--- config.mk ---
export PLATFORM = sky130hd
export DESIGN_NAME = uart_fifo_flow_control
export DESIGN_NICKNAME = d
export VERILOG_FILES = /design/src/design/uff_pkg.sv /design/src/design/uff_ram.sv /design/src/design/uff_front.sv /design/src/design/uff_back.sv /design/src/design/uart_fifo_flow_control.sv
export SDC_FILE = /design/constraint.sdc
export NUM_CORES = 2
export LEC_CHECK = 0
export ABC_AREA = 0
export ABC_CLOCK_PERIOD_IN_PS = 4100
export BUFFER_PORTS_ARGS = -buffer_cell sky130_fd_sc_hd__buf_2
export CAP_MARGIN = 15
export CORE_ASPECT_RATIO = 1.75
export CORE_MARGIN = 1
export CORE_UTILIZATION = 35
export DETAILED_ROUTE_END_ITERATION = 12
export PLACE_DENSITY = 0.55
export SLEW_MARGIN = 5
export SYNTH_ARGS = -nofsm -noshare
export SYNTH_HDL_FRONTEND = slang
export SYNTH_SLANG_ARGS = --single-unit
--- constraint.sdc ---
create_clock -name clk -period 4.1 [get_ports clk]
set_input_delay 0.615 -clock clk [delete_from_list [all_inputs] [get_ports clk]]
set_output_delay 0.615 -clock clk [all_outputs]
set_load 0.1 [all_outputs]
--- src/design/uff_pkg.sv ---
// uff_pkg: shared types and constants of the serial port queue block
// transaction structs, event opcodes, event classes, register indexes
// no dependencies
`timescale 1ns / 1ps

package uff_pkg;

  // field widths
  localparam int BYTE_W    = 8;
  localparam int OPCODE_W  = 3;
  localparam int LERR_W    = 3;
  localparam int ERR_W     = 4;
  localparam int LEVEL_W   = 7;
  localparam int THRESH_W  = 7;
  localparam int CFG_IDX_W = 3;

  // event opcodes as they arrive on the input port
  localparam logic [OPCODE_W-1:0] OP_LINE_BYTE = 3'd0;
  localparam logic [OPCODE_W-1:0] OP_HOST_READ = 3'd1;
  localparam logic [OPCODE_W-1:0] OP_HOST_WRITE = 3'd2;
  localparam logic [OPCODE_W-1:0] OP_TX_DONE   = 3'd3;
  localparam logic [OPCODE_W-1:0] OP_FLUSH     = 3'd4;

  // configuration register indexes
  localparam logic [CFG_IDX_W-1:0] CFG_RX_THROTTLE = 3'd0;
  localparam logic [CFG_IDX_W-1:0] CFG_TX_OBEY     = 3'd1;
  localparam logic [CFG_IDX_W-1:0] CFG_SW_FLOW     = 3'd2;
  localparam logic [CFG_IDX_W-1:0] CFG_RX_THRESH   = 3'd3;
  localparam logic [CFG_IDX_W-1:0] CFG_XON_CODE    = 3'd4;
  localparam logic [CFG_IDX_W-1:0] CFG_XOFF_CODE   = 3'd5;

  // register reset values
  localparam logic [BYTE_W-1:0]   XON       = 8'd17;
  localparam logic [BYTE_W-1:0]   XOFF      = 8'd19;
  localparam logic [THRESH_W-1:0] RX0THRESH = 7'd16;

  // error flag bit of a receive overflow
  localparam int ERR_OVERFLOW_BIT = 3;

  // event class after decode
  typedef enum logic [2:0] {
    K_LINE  = 3'd0,
    K_READ  = 3'd1,
    K_WRITE = 3'd2,
    K_DONE  = 3'd3,
    K_FLUSH = 3'd4,
    K_NOP   = 3'd5
  } kind_t;

  // input transaction
  typedef struct packed {
    logic [OPCODE_W-1:0] opcode;
    logic [BYTE_W-1:0]   data_byte;
    logic [LERR_W-1:0]   line_errors;
    logic                cts_level;
  } item_t;

  // result transaction
  typedef struct packed {
    logic [BYTE_W-1:0]  read_byte;
    logic               read_valid;
    logic [BYTE_W-1:0]  send_byte;
    logic               send_valid;
    logic               write_accepted;
    logic               rts_level;
    logic               tx_is_paused;
    logic               rx_is_paused;
    logic [ERR_W-1:0]   error_flags;
    logic [LEVEL_W-1:0] rx_level;
    logic [LEVEL_W-1:0] tx_level;
  } result_t;

  // classified event handed from front to back
  typedef struct packed {
    kind_t             kind;
    logic [BYTE_W-1:0] data_byte;
    logic [LERR_W-1:0] line_errors;
    logic              cts_level;
  } cmd_t;

endpackage

--- src/design/uff_ram.sv ---
// uff_ram: generic single write port ram with registered read
// used for the receive and transmit rings; no dependencies
`timescale 1ns / 1ps

module uff_ram #(
  parameter int WIDTH = 8,
  parameter int DEPTH = 64
) (
  input  logic                     clk,
  input  logic                     we,
  input  logic [$clog2(DEPTH)-1:0] waddr,
  input  logic [WIDTH-1:0]         wdata,
  input  logic [$clog2(DEPTH)-1:0] raddr,
  output logic [WIDTH-1:0]         rdata
);

  logic [WIDTH-1:0] mem [DEPTH];

  // write port and registered read port
  always_ff @(posedge clk) begin
    if (we) begin
      mem[waddr] <= wdata;
    end
    rdata <= mem[raddr];
  end

endmodule

--- src/design/uff_front.sv ---
// uff_front: accepts input transactions, decodes the opcode into an event class
// and holds them in a two entry queue for the back end; depends on uff_pkg
`timescale 1ns / 1ps

module uff_front (
  input  logic           clk,
  input  logic           rst,
  input  logic           push,
  output logic           full,
  input  uff_pkg::item_t item,
  output logic           cmd_valid,
  output uff_pkg::cmd_t  cmd,
  input  logic           cmd_take
);

  uff_pkg::cmd_t slot [2];
  logic          wr_ptr;
  logic          rd_ptr;
  logic [1:0]    count;
  uff_pkg::cmd_t decoded;
  logic          do_push;
  logic          do_pop;

  // opcode decode
  always_comb begin
    decoded.data_byte   = item.data_byte;
    decoded.line_errors = item.line_errors;
    decoded.cts_level   = item.cts_level;
    unique case (item.opcode)
      uff_pkg::OP_LINE_BYTE:  decoded.kind = uff_pkg::K_LINE;
      uff_pkg::OP_HOST_READ:  decoded.kind = uff_pkg::K_READ;
      uff_pkg::OP_HOST_WRITE: decoded.kind = uff_pkg::K_WRITE;
      uff_pkg::OP_TX_DONE:    decoded.kind = uff_pkg::K_DONE;
      uff_pkg::OP_FLUSH:      decoded.kind = uff_pkg::K_FLUSH;
      default:                decoded.kind = uff_pkg::K_NOP;
    endcase
  end

  assign full      = (count == 2'd2);
  assign cmd_valid = (count != 2'd0);
  assign cmd       = slot[rd_ptr];
  assign do_push   = push && !full;
  assign do_pop    = cmd_take && cmd_valid;

  // queue storage
  always_ff @(posedge clk) begin
    if (do_push) begin
      slot[wr_ptr] <= decoded;
    end
  end

  // queue pointers and count
  always_ff @(posedge clk) begin
    if (rst) begin
      wr_ptr <= 1'b0;
      rd_ptr <= 1'b0;
      count  <= 2'd0;
    end else begin
      if (do_push) begin
        wr_ptr <= !wr_ptr;
      end
      if (do_pop) begin
        rd_ptr <= !rd_ptr;
      end
      count <= count + {1'b0, do_push} - {1'b0, do_pop};
    end
  end

endmodule

--- src/design/uff_back.sv ---
// uff_back: executes classified events against the rings and flow control state,
// holds configuration registers and a two entry result queue
// depends on uff_pkg and uff_ram
`timescale 1ns / 1ps

module uff_back #(
  parameter int RX_DEPTH = 64,
  parameter int TX_DEPTH = 64
) (
  input  logic                                 clk,
  input  logic                                 rst,
  input  logic                                 cmd_valid,
  input  uff_pkg::cmd_t                        cmd,
  output logic                                 cmd_take,
  output logic                                 empty,
  input  logic                                 pop,
  output uff_pkg::result_t                     result,
  input  logic                                 cfg_valid,
  output logic                                 cfg_ready,
  input  logic [uff_pkg::CFG_IDX_W-1:0]        cfg_index,
  input  logic [uff_pkg::BYTE_W-1:0]           cfg_data
);

  localparam int RX_PW = $clog2(RX_DEPTH);
  localparam int TX_PW = $clog2(TX_DEPTH);
  localparam int RX_CW = $clog2(RX_DEPTH + 1);
  localparam int TX_CW = $clog2(TX_DEPTH + 1);
  localparam int ThrW  = uff_pkg::THRESH_W;
  localparam int SumW  = ((RX_CW > ThrW) ? RX_CW : ThrW) + 1;
  localparam int LvlW  = uff_pkg::LEVEL_W;
  localparam int ByteW = uff_pkg::BYTE_W;

  typedef enum logic [1:0] {
    S_IDLE = 2'b01,
    S_EXEC = 2'b10
  } state_t;

  state_t state;
  state_t state_next;

  // configuration registers
  logic             rx_throttle_enable;
  logic             tx_obey_enable;
  logic             software_flow_mode;
  logic [ThrW-1:0]  rx_threshold;
  logic [ByteW-1:0] xon_code;
  logic [ByteW-1:0] xoff_code;

  // ring and flow control state
  logic [RX_PW-1:0] rx_head, rx_head_next;
  logic [RX_PW-1:0] rx_tail, rx_tail_next;
  logic [RX_CW-1:0] rx_fill, rx_fill_next;
  logic [TX_PW-1:0] tx_head, tx_head_next;
  logic [TX_PW-1:0] tx_tail, tx_tail_next;
  logic [TX_CW-1:0] tx_fill, tx_fill_next;
  logic             first_char_busy, first_char_busy_next;
  logic [ByteW-1:0] pending_flow_byte, pending_flow_byte_next;
  logic             pending_valid, pending_valid_next;
  logic             rx_pause_flag, rx_pause_flag_next;
  logic             tx_pause_flag, tx_pause_flag_next;
  logic             rts_state, rts_state_next;
  logic [uff_pkg::ERR_W-1:0] sticky_errors, sticky_errors_next;

  // event being executed
  uff_pkg::cmd_t    cur;

  // ring ports
  logic             rx_we, tx_we;
  logic [ByteW-1:0] rx_rdata, tx_rdata;

  // result queue
  uff_pkg::result_t res_slot [2];
  uff_pkg::result_t res_d;
  logic             res_wr, res_rd;
  logic [1:0]       res_cnt;
  logic             res_push, res_pop;

  // event evaluation helpers
  logic             near_full;
  logic             rx_full;
  logic             tx_nearly_full;
  logic             blocked;
  logic             stored;
  logic [RX_PW-1:0] rx_tail_inc, rx_head_inc;
  logic [TX_PW-1:0] tx_tail_inc, tx_head_inc;

  uff_ram #(.WIDTH(ByteW), .DEPTH(RX_DEPTH)) u_rx_ram (
    .clk   (clk),
    .we    (rx_we),
    .waddr (rx_tail),
    .wdata (cur.data_byte),
    .raddr (rx_head),
    .rdata (rx_rdata)
  );

  uff_ram #(.WIDTH(ByteW), .DEPTH(TX_DEPTH)) u_tx_ram (
    .clk   (clk),
    .we    (tx_we),
    .waddr (tx_tail),
    .wdata (cur.data_byte),
    .raddr (tx_head),
    .rdata (tx_rdata)
  );

  // configuration writes, always ready
  assign cfg_ready = 1'b1;

  always_ff @(posedge clk) begin
    if (rst) begin
      rx_throttle_enable <= 1'b0;
      tx_obey_enable     <= 1'b0;
      software_flow_mode <= 1'b0;
      rx_threshold       <= uff_pkg::RX0THRESH;
      xon_code           <= uff_pkg::XON;
      xoff_code          <= uff_pkg::XOFF;
    end else if (cfg_valid) begin
      unique case (cfg_index)
        uff_pkg::CFG_RX_THROTTLE: rx_throttle_enable <= cfg_data[0];
        uff_pkg::CFG_TX_OBEY:     tx_obey_enable     <= cfg_data[0];
        uff_pkg::CFG_SW_FLOW:     software_flow_mode <= cfg_data[0];
        uff_pkg::CFG_RX_THRESH:   rx_threshold       <= cfg_data[ThrW-1:0];
        uff_pkg::CFG_XON_CODE:    xon_code           <= cfg_data;
        uff_pkg::CFG_XOFF_CODE:   xoff_code          <= cfg_data;
        default: ;
      endcase
    end
  end

  // sequencer: idle launches the ring reads, exec updates state and queues the result
  assign cmd_take = (state == S_IDLE) && cmd_valid && (res_cnt != 2'd2);

  always_comb begin
    state_next = state;
    unique case (state)
      S_IDLE:  if (cmd_take) state_next = S_EXEC;
      S_EXEC:  state_next = S_IDLE;
      default: state_next = S_IDLE;
    endcase
  end

  always_ff @(posedge clk) begin
    if (cmd_take) begin
      cur <= cmd;
    end
  end

  // pointer increments with wrap at the ring depth
  assign rx_tail_inc = (rx_tail == RX_PW'(RX_DEPTH - 1)) ? '0 : rx_tail + 1'b1;
  assign rx_head_inc = (rx_head == RX_PW'(RX_DEPTH - 1)) ? '0 : rx_head + 1'b1;
  assign tx_tail_inc = (tx_tail == TX_PW'(TX_DEPTH - 1)) ? '0 : tx_tail + 1'b1;
  assign tx_head_inc = (tx_head == TX_PW'(TX_DEPTH - 1)) ? '0 : tx_head + 1'b1;

  assign near_full      = (SumW'(rx_fill) + SumW'(rx_threshold)) >= SumW'(RX_DEPTH);
  assign rx_full        = (rx_fill == RX_CW'(RX_DEPTH));
  assign tx_nearly_full = (tx_fill >= TX_CW'(TX_DEPTH - 1));

  // event execution
  always_comb begin
    rx_head_next           = rx_head;
    rx_tail_next           = rx_tail;
    rx_fill_next           = rx_fill;
    tx_head_next           = tx_head;
    tx_tail_next           = tx_tail;
    tx_fill_next           = tx_fill;
    first_char_busy_next   = first_char_busy;
    pending_flow_byte_next = pending_flow_byte;
    pending_valid_next     = pending_valid;
    rx_pause_flag_next     = rx_pause_flag;
    tx_pause_flag_next     = tx_pause_flag;
    rts_state_next         = rts_state;
    sticky_errors_next     = sticky_errors;
    rx_we                  = 1'b0;
    tx_we                  = 1'b0;
    blocked                = 1'b0;
    stored                 = 1'b1;
    res_d                  = '0;

    unique case (cur.kind)
      uff_pkg::K_LINE: begin
        // pause the partner when the ring nears full
        if (rx_throttle_enable && near_full) begin
          if (software_flow_mode) begin
            if (!rx_pause_flag) begin
              rx_pause_flag_next = 1'b1;
              if (tx_fill != '0 || first_char_busy) begin
                pending_flow_byte_next = xoff_code;
                pending_valid_next     = 1'b1;
              end else begin
                first_char_busy_next = 1'b1;
                res_d.send_byte      = xoff_code;
                res_d.send_valid     = 1'b1;
              end
            end
          end else begin
            rts_state_next = 1'b0;
          end
        end
        sticky_errors_next = sticky_errors | {1'b0, cur.line_errors};
        // flow bytes from the partner
        if (software_flow_mode && tx_obey_enable) begin
          if (cur.data_byte == xon_code) begin
            tx_pause_flag_next = 1'b0;
            stored             = 1'b0;
          end else if (cur.data_byte == xoff_code) begin
            tx_pause_flag_next = 1'b1;
            stored             = 1'b0;
          end
        end
        if (stored) begin
          if (rx_full) begin
            sticky_errors_next[uff_pkg::ERR_OVERFLOW_BIT] = 1'b1;
          end else begin
            rx_we        = 1'b1;
            rx_tail_next = rx_tail_inc;
            rx_fill_next = rx_fill + 1'b1;
          end
        end
      end

      uff_pkg::K_READ: begin
        if (rx_fill != '0) begin
          res_d.read_byte  = rx_rdata;
          res_d.read_valid = 1'b1;
          rx_head_next     = rx_head_inc;
          rx_fill_next     = rx_fill - 1'b1;
        end
        // resume the partner once drained to the threshold
        if (rx_throttle_enable && (SumW'(rx_fill_next) <= SumW'(rx_threshold))) begin
          if (software_flow_mode) begin
            if (rx_pause_flag) begin
              if (tx_fill != '0 || first_char_busy) begin
                pending_flow_byte_next = xon_code;
                pending_valid_next     = 1'b1;
              end else begin
                first_char_busy_next = 1'b1;
                res_d.send_byte      = xon_code;
                res_d.send_valid     = 1'b1;
              end
              rx_pause_flag_next = 1'b0;
            end
          end else begin
            rts_state_next = 1'b1;
          end
        end
      end

      uff_pkg::K_WRITE: begin
        if (tx_obey_enable) begin
          blocked = software_flow_mode ? tx_pause_flag : !cur.cts_level;
        end
        if (tx_nearly_full || first_char_busy) begin
          blocked = 1'b1;
        end
        if (!blocked) begin
          res_d.write_accepted = 1'b1;
          if (tx_fill != '0) begin
            tx_we        = 1'b1;
            tx_tail_next = tx_tail_inc;
            tx_fill_next = tx_fill + 1'b1;
          end else begin
            first_char_busy_next = 1'b1;
            if (pending_valid) begin
              // held flow byte goes first, data waits in the ring
              res_d.send_byte        = pending_flow_byte;
              res_d.send_valid       = 1'b1;
              pending_valid_next     = 1'b0;
              pending_flow_byte_next = '0;
              tx_we                  = 1'b1;
              tx_tail_next           = tx_tail_inc;
              tx_fill_next           = tx_fill + 1'b1;
            end else begin
              res_d.send_byte  = cur.data_byte;
              res_d.send_valid = 1'b1;
            end
          end
        end
      end

      uff_pkg::K_DONE: begin
        first_char_busy_next = 1'b0;
        if (pending_valid) begin
          res_d.send_byte        = pending_flow_byte;
          res_d.send_valid       = 1'b1;
          pending_valid_next     = 1'b0;
          pending_flow_byte_next = '0;
        end else if (tx_fill != '0) begin
          res_d.send_byte  = tx_rdata;
          res_d.send_valid = 1'b1;
          tx_head_next     = tx_head_inc;
          tx_fill_next     = tx_fill - 1'b1;
        end
      end

      uff_pkg::K_FLUSH: begin
        rx_head_next           = '0;
        rx_tail_next           = '0;
        rx_fill_next           = '0;
        tx_head_next           = '0;
        tx_tail_next           = '0;
        tx_fill_next           = '0;
        first_char_busy_next   = 1'b0;
        pending_flow_byte_next = '0;
        pending_valid_next     = 1'b0;
        sticky_errors_next     = '0;
        rx_pause_flag_next     = 1'b0;
        tx_pause_flag_next     = 1'b0;
        if (rx_throttle_enable) begin
          if (software_flow_mode) begin
            rx_pause_flag_next = 1'b1;
          end else begin
            rts_state_next = 1'b1;
          end
        end
      end

      default: ;
    endcase

    // state report
    res_d.rts_level    = rts_state_next;
    res_d.tx_is_paused = tx_pause_flag_next;
    res_d.rx_is_paused = rx_pause_flag_next;
    res_d.error_flags  = sticky_errors_next;
    res_d.rx_level     = LvlW'(rx_fill_next);
    res_d.tx_level     = LvlW'(tx_fill_next);

    // ring writes only during execution
    if (state != S_EXEC) begin
      rx_we = 1'b0;
      tx_we = 1'b0;
    end
  end

  // state registers, updated on the execution cycle
  always_ff @(posedge clk) begin
    if (rst) begin
      state             <= S_IDLE;
      rx_head           <= '0;
      rx_tail           <= '0;
      rx_fill           <= '0;
      tx_head           <= '0;
      tx_tail           <= '0;
      tx_fill           <= '0;
      first_char_busy   <= 1'b0;
      pending_flow_byte <= '0;
      pending_valid     <= 1'b0;
      rx_pause_flag     <= 1'b0;
      tx_pause_flag     <= 1'b0;
      rts_state         <= 1'b1;
      sticky_errors     <= '0;
    end else begin
      state <= state_next;
      if (state == S_EXEC) begin
        rx_head           <= rx_head_next;
        rx_tail           <= rx_tail_next;
        rx_fill           <= rx_fill_next;
        tx_head           <= tx_head_next;
        tx_tail           <= tx_tail_next;
        tx_fill           <= tx_fill_next;
        first_char_busy   <= first_char_busy_next;
        pending_flow_byte <= pending_flow_byte_next;
        pending_valid     <= pending_valid_next;
        rx_pause_flag     <= rx_pause_flag_next;
        tx_pause_flag     <= tx_pause_flag_next;
        rts_state         <= rts_state_next;
        sticky_errors     <= sticky_errors_next;
      end
    end
  end

  // result queue
  assign res_push = (state == S_EXEC);
  assign res_pop  = pop && !empty;
  assign empty    = (res_cnt == 2'd0);
  assign result   = res_slot[res_rd];

  always_ff @(posedge clk) begin
    if (res_push) begin
      res_slot[res_wr] <= res_d;
    end
  end

  always_ff @(posedge clk) begin
    if (rst) begin
      res_wr  <= 1'b0;
      res_rd  <= 1'b0;
      res_cnt <= 2'd0;
    end else begin
      if (res_push) begin
        res_wr <= !res_wr;
      end
      if (res_pop) begin
        res_rd <= !res_rd;
      end
      res_cnt <= res_cnt + {1'b0, res_push} - {1'b0, res_pop};
    end
  end

endmodule

--- src/design/uart_fifo_flow_control.sv ---
// uart_fifo_flow_control: top level of the serial port queue block with flow control
// depends on uff_pkg, uff_front, uff_back (which uses uff_ram)
`timescale 1ns / 1ps

// Usage:
// Input channel is a queue write side: present an event on item and raise push;
// the transaction is taken at a clock edge with push high and full low.
// Each event (line byte, host read, host write, transmitter done, flush)
// yields exactly one result transaction on the output queue read side: while
// empty is low the oldest result sits on result, and pop with empty low takes it.
// An event passes from the event queue through the idle state, which launches
// the registered read of the ring memories, and the exec state, which updates
// the state and queues the result; a new event is taken only after it leaves exec.
// A two entry event queue and a two entry result queue let the input side keep
// pushing while results wait; when the receiver stalls, execution stops once
// the result queue holds two transactions and full then rises.
// Configuration registers are written over cfg_valid/cfg_ready/cfg_index/cfg_data,
// always ready, and should only change while no event is in flight.
// Reset (rst, synchronous) empties both rings and queues, asserts rts, clears
// errors and pause flags and loads the default flow codes and threshold.
module uart_fifo_flow_control #(
  parameter int RX_DEPTH = 64,
  parameter int TX_DEPTH = 64
) (
  input  logic                          clk,
  input  logic                          rst,
  input  logic                          push,
  output logic                          full,
  input  uff_pkg::item_t                item,
  output logic                          empty,
  input  logic                          pop,
  output uff_pkg::result_t              result,
  input  logic                          cfg_valid,
  output logic                          cfg_ready,
  input  logic [uff_pkg::CFG_IDX_W-1:0] cfg_index,
  input  logic [uff_pkg::BYTE_W-1:0]    cfg_data
);

  logic          cmd_valid;
  uff_pkg::cmd_t cmd;
  logic          cmd_take;

  // event intake and decode
  uff_front u_front (
    .clk       (clk),
    .rst       (rst),
    .push      (push),
    .full      (full),
    .item      (item),
    .cmd_valid (cmd_valid),
    .cmd       (cmd),
    .cmd_take  (cmd_take)
  );

  // event execution and results
  uff_back #(
    .RX_DEPTH (RX_DEPTH),
    .TX_DEPTH (TX_DEPTH)
  ) u_back (
    .clk       (clk),
    .rst       (rst),
    .cmd_valid (cmd_valid),
    .cmd       (cmd),
    .cmd_take  (cmd_take),
    .empty     (empty),
    .pop       (pop),
    .result    (result),
    .cfg_valid (cfg_valid),
    .cfg_ready (cfg_ready),
    .cfg_index (cfg_index),
    .cfg_data  (cfg_data)
  );

endmodule

==> reports/results.tsv <==
stage	metric	value	unit
outcome	run status	finished, final reports clean	
timing	post-layout min period	3.81	ns
power_and_ir_drop	switching share of total power	27.7	%
power_and_ir_drop	Combinational Power Share	14.6	%
yosys	Post-Syn Area per Cell	18.6	um2
yosys	largest family of logic cells by synthesized area	multiplexers	
cts	CTS buffer count	107	
power_and_ir_drop	Reg power frac	51.1	%
job	Max-Cap Viols	0	
final_layout	area grow syn2layout	13.4	%
power_and_ir_drop	Clock power frac	34.3	%
floorplanning	Die X	289	um
cts	H-tree level count	3	
yosys	fraction of the mapped netlist area in adder cells	0.707	%
worst_setup_path	reg2reg setup slack	0.29	ns
worst_setup_path	worst endpoint data arrival time	4.39	ns
hold_path	Worst Hold Class	input pin to flop	
floorplanning	Core Rows	184	
cts	Root Buffer	clkbuf_16	
yosys	Netlist cell types	84	
global_routing	global-route wire length before repair	191000	um
worst_setup_path	worst-path fanout max	13	
yosys	syn_nets	2779	
timing	RSZ-0062 raised after global routing	no	
place	DP HPWL	88500	um
cts	CTS Sinks	1257	
yosys	sequential cell area fraction in the yosys report	72.5	%
drt	total wire length	130000	um
floorplanning	Initial Util	35.3	%
final_layout	Nets	2932	
worst_setup_path	Worst setup SP type	flop	
timing	Setup TNS	0	ns
yosys	simple-gate portion of the synthesized area	5.27	%
hold_path	Hold Crit Depth	1	
drt	DR vias/cell	5.41	
drt	antenna viol nets, final	0	
floorplanning	Die ar.	146000	um2
timing	Worst-Margin Slew	1.14	ns
yosys	number of enable flip-flop cells after synthesis	1149	
cts	post-cts sizing count	0	
place	port bufs	72	
drt	initial DRC count	1998	
cts	CTS Hold Bufs	0	
hold_path	Hold EP	u_front.slot[0][2]	
floorplanning	core area	143000	um2
power_and_ir_drop	Switch Pwr	8.58	mW
yosys	asr flop ratio synth	0	%
timing	final hold violations	0	
worst_setup_path	WP data required	4.68	ns
global_routing	grt total ovfl	0	
global_routing	All-Layer GR Usage	17.9	%
final_layout	Finished Core Util	40.0	%
timing	Finish-stage setup viols	0	
power_and_ir_drop	leakage	17.5	nW
yosys	xor and xnor area share after synthesis	0.537	%
final_layout	layout cells sized above 1	27.1	%
power_and_ir_drop	Total Power	31.0	mW
timing	final setup skew	0.0394	ns
power_and_ir_drop	Internal Power	22.4	mW
yosys	complex-gate fraction of the synthesized area	3.51	%
drt	drt wl/cell	26.9	um
global_routing	largest net degree at the start of global routing	86	
global_routing	vias in the first global route	27400	
floorplanning	Die Ht	505	um
yosys	Syn Std Cell Area	50600	um2
cts	worst-skew pair later-pin latency	0.73	ns
floorplanning	IO Pins	74	
yosys	portion of netlist area occupied by mux cells	16.0	%
cts	Post-CTS Setup Inserts	0	
power_and_ir_drop	pwr dens	540	nW/um2
worst_setup_path	worst reg2reg startpoint	u_back.rx_fill[0]	
place	gpl congestion	0.899	
yosys	Synth warnings	0	
timing	FMAX	262	MHz
cts	CTS tree	built	
worst_setup_path	worst reg2reg endpoint	u_back.res_slot[0][27]	
worst_setup_path	Worst Setup Path Type	flop to flop	
worst_setup_path	CP endpoint kind	flop	
drt	DRC violations left	0	
worst_setup_path	Reg2Reg Depth	12	
yosys	cell count after synthesis	2720	
yosys	flops & latches, synth	1257	
timing	fin crit share	93.0	%
cts	Bufs on Longest Clock Path	3	
place	Place WS	0.345	ns
cts	CTS clk-pin slew, worst paths	0.08	ns
power_and_ir_drop	Max VDD drop	0.555	mV
drt	Initial DRT Pass Iterations	6	
hold_path	HP Start	item[2]	
yosys	top_reg_cell synth	edfxtp_1	
timing	Final Max Tran Viols	0	
timing	relative slew slack	24.3	%
drt	detailed-route via count	26100	
timing	Setup WS post-layout	0.285	ns
global_routing	initial antenna violation count	1	
-- worst max path at each step --
stage	from	to	slack, ns	cells past startpoint
2_1_floorplan	u_back.cur[5]	u_back.u_rx_ram.mem[48][0]	0.05	7
3_3_place_gp	u_back.rx_fill[4]	u_back.res_slot[0][22]	0.39	11
3_5_place_dp	u_back.rx_fill[0]	u_back.res_slot[1][27]	0.34	12
4_1_cts	u_back.rx_fill[0]	u_back.res_slot[0][27]	0.30	12
5_1_grt	u_back.rx_fill[0]	u_back.res_slot[0][27]	0.12	12
6_report	u_back.rx_fill[0]	u_back.res_slot[0][27]	0.29	12
-- worst max-delay path: stages, from the launching register on --
cell,delay [ns]
dfxtp_1,0.40
inv_1,0.19
ha_1,0.20
nand2b_1,0.09
or4_1,0.67
a21oi_1,0.31
ha_1,0.28
nor2b_1,0.13
o21a_1,0.16
o21bai_1,0.17
a21oi_1,0.18
nor3_2,0.57
a221o_1,0.29
-- kinds of logic after synthesis --
kind of cell	Yosys count
flip-flops	1257
AO/OA/AOI/OAI	269
XOR/XNOR	31
AND/OR/NAND/NOR	549
other	1
multiplexers	400
adder cells (fa/ha/maj)	28
buffers and inverters	185
-- final cells by class --
cell class	instances	area [um2]
Multi-Input combinational cell	1278	13200
Sequential cell	1257	36700
Antenna cell	1	2.50
Clock inverter	74	835
Fill cell	12700	86100
Inverter	29	109
Clock buffer	129	2840
Tap cell	1860	2330
Timing Repair Buffer	200	1380
-- placed cells by master (no fill, tap or decap), drive strengths merged, types with 5 or more instances in the layout --
master    Yosys  routed
or2           7       7
inv          28      35
a21o          5       5
clkinv        1      44
nand3b       12      12
clkbuf       94     129
nor3         25      25
buf          62     200
nor2        225     225
a31oi        19      19
a221o         8       8
nor2b        20      20
nor4          9       9
nand3        32      32
or3b          6       6
or3          14      14
o211ai       19      19
a21oi        71      71
mux2i        15      15
nand2       121     121
mux4        320     320
o31ai         5       5
xnor2        28      28
ha           27      27
clkinvlp      0      10
nor3b         5       5
and2         12      12
nand4b        8       8
o22ai        33      33
mux2         65      65
bufinv        0      14
and3         16      16
dfxtp       108     108
a22oi         8       8
a211oi       18      18
o21ai        40      40
nand4        15      15
nand2b       11      11
edfxtp     1149    1149
-- sequential cells by signal, indices dropped and copies added, names as in the netlist, 7 cells and up, named ones only --
name	flops
u_back.tx_fill	7
u_front.slot	30
u_back.rx_threshold	7
u_back.cur	15
u_back.xon_code	8
u_back.u_rx_ram.mem	512
u_back.rx_fill	7
u_back.pending_flow_byte	8
u_back.u_rx_ram.rdata	8
u_back.u_tx_ram.rdata	8
u_back.res_slot	80
u_back.u_tx_ram.mem	512
u_back.xoff_code	8
-- routing by layer --
metal | track usage (%) | vias up | share of wire (%)
li1 | - | 11300 | -
met1 | 19.5 | 13800 | 35
met2 | 34.8 | 828 | 57
met3 | 2.09 | 224 | 3.8
met4 | 6.66 | 0 | 3.7
met5 | 0 | - | 0
-- cells in the mapped netlist, types with 8 or more instances --
cell,n,area share (%)
o21ai_0,35,0.35
a211oi_1,17,0.25
inv_1,28,0.21
buf_2,31,0.31
nand3b_1,12,0.18
mux2i_1,15,0.30
and3_1,16,0.20
nand4_1,15,0.19
dfxtp_1,108,4.3
o211ai_1,18,0.27
o22ai_1,33,0.41
nor2b_1,20,0.25
nand3_1,32,0.32
ha_1,27,0.67
edfxtp_1,1149,68
nor3_1,22,0.22
nand2_1,121,0.90
clkbuf_1,93,0.69
mux4_2,320,14
a22oi_1,8,0.12
buf_1,26,0.19
a221o_1,8,0.16
or3_1,13,0.16
nand2b_1,11,0.14
a31oi_1,19,0.23
and2_1,12,0.15
a21oi_1,71,0.70
nand4b_1,8,0.14
nor2_1,218,1.6
mux2_2,65,1.4
xnor2_1,28,0.48
-- metrics by stage --
stage          instances  cell area [um2]  hold slack, ns
6_report            4828            57400          0.0840
5_1_grt             4828            57400          0.0433
4_1_cts             4827            57400          0.0122
3_5_place_dp        4624            53700           0.458
3_3_place_gp        4624            53700           0.453
2_1_floorplan       2720            50600           0.437
-- power groups by stage --
stage                     logic, mW  registers, mW  clock network, mW
final                          4.51           15.8               10.6
after global routing           4.81           15.9               11.3
after CTS                      4.60           15.8               10.9
after detailed placement       4.59           16.1                  0
after global placement         4.44           16.1                  0
after floorplan                2.13           16.8                  0
Power figures use the tool's default switching activity.
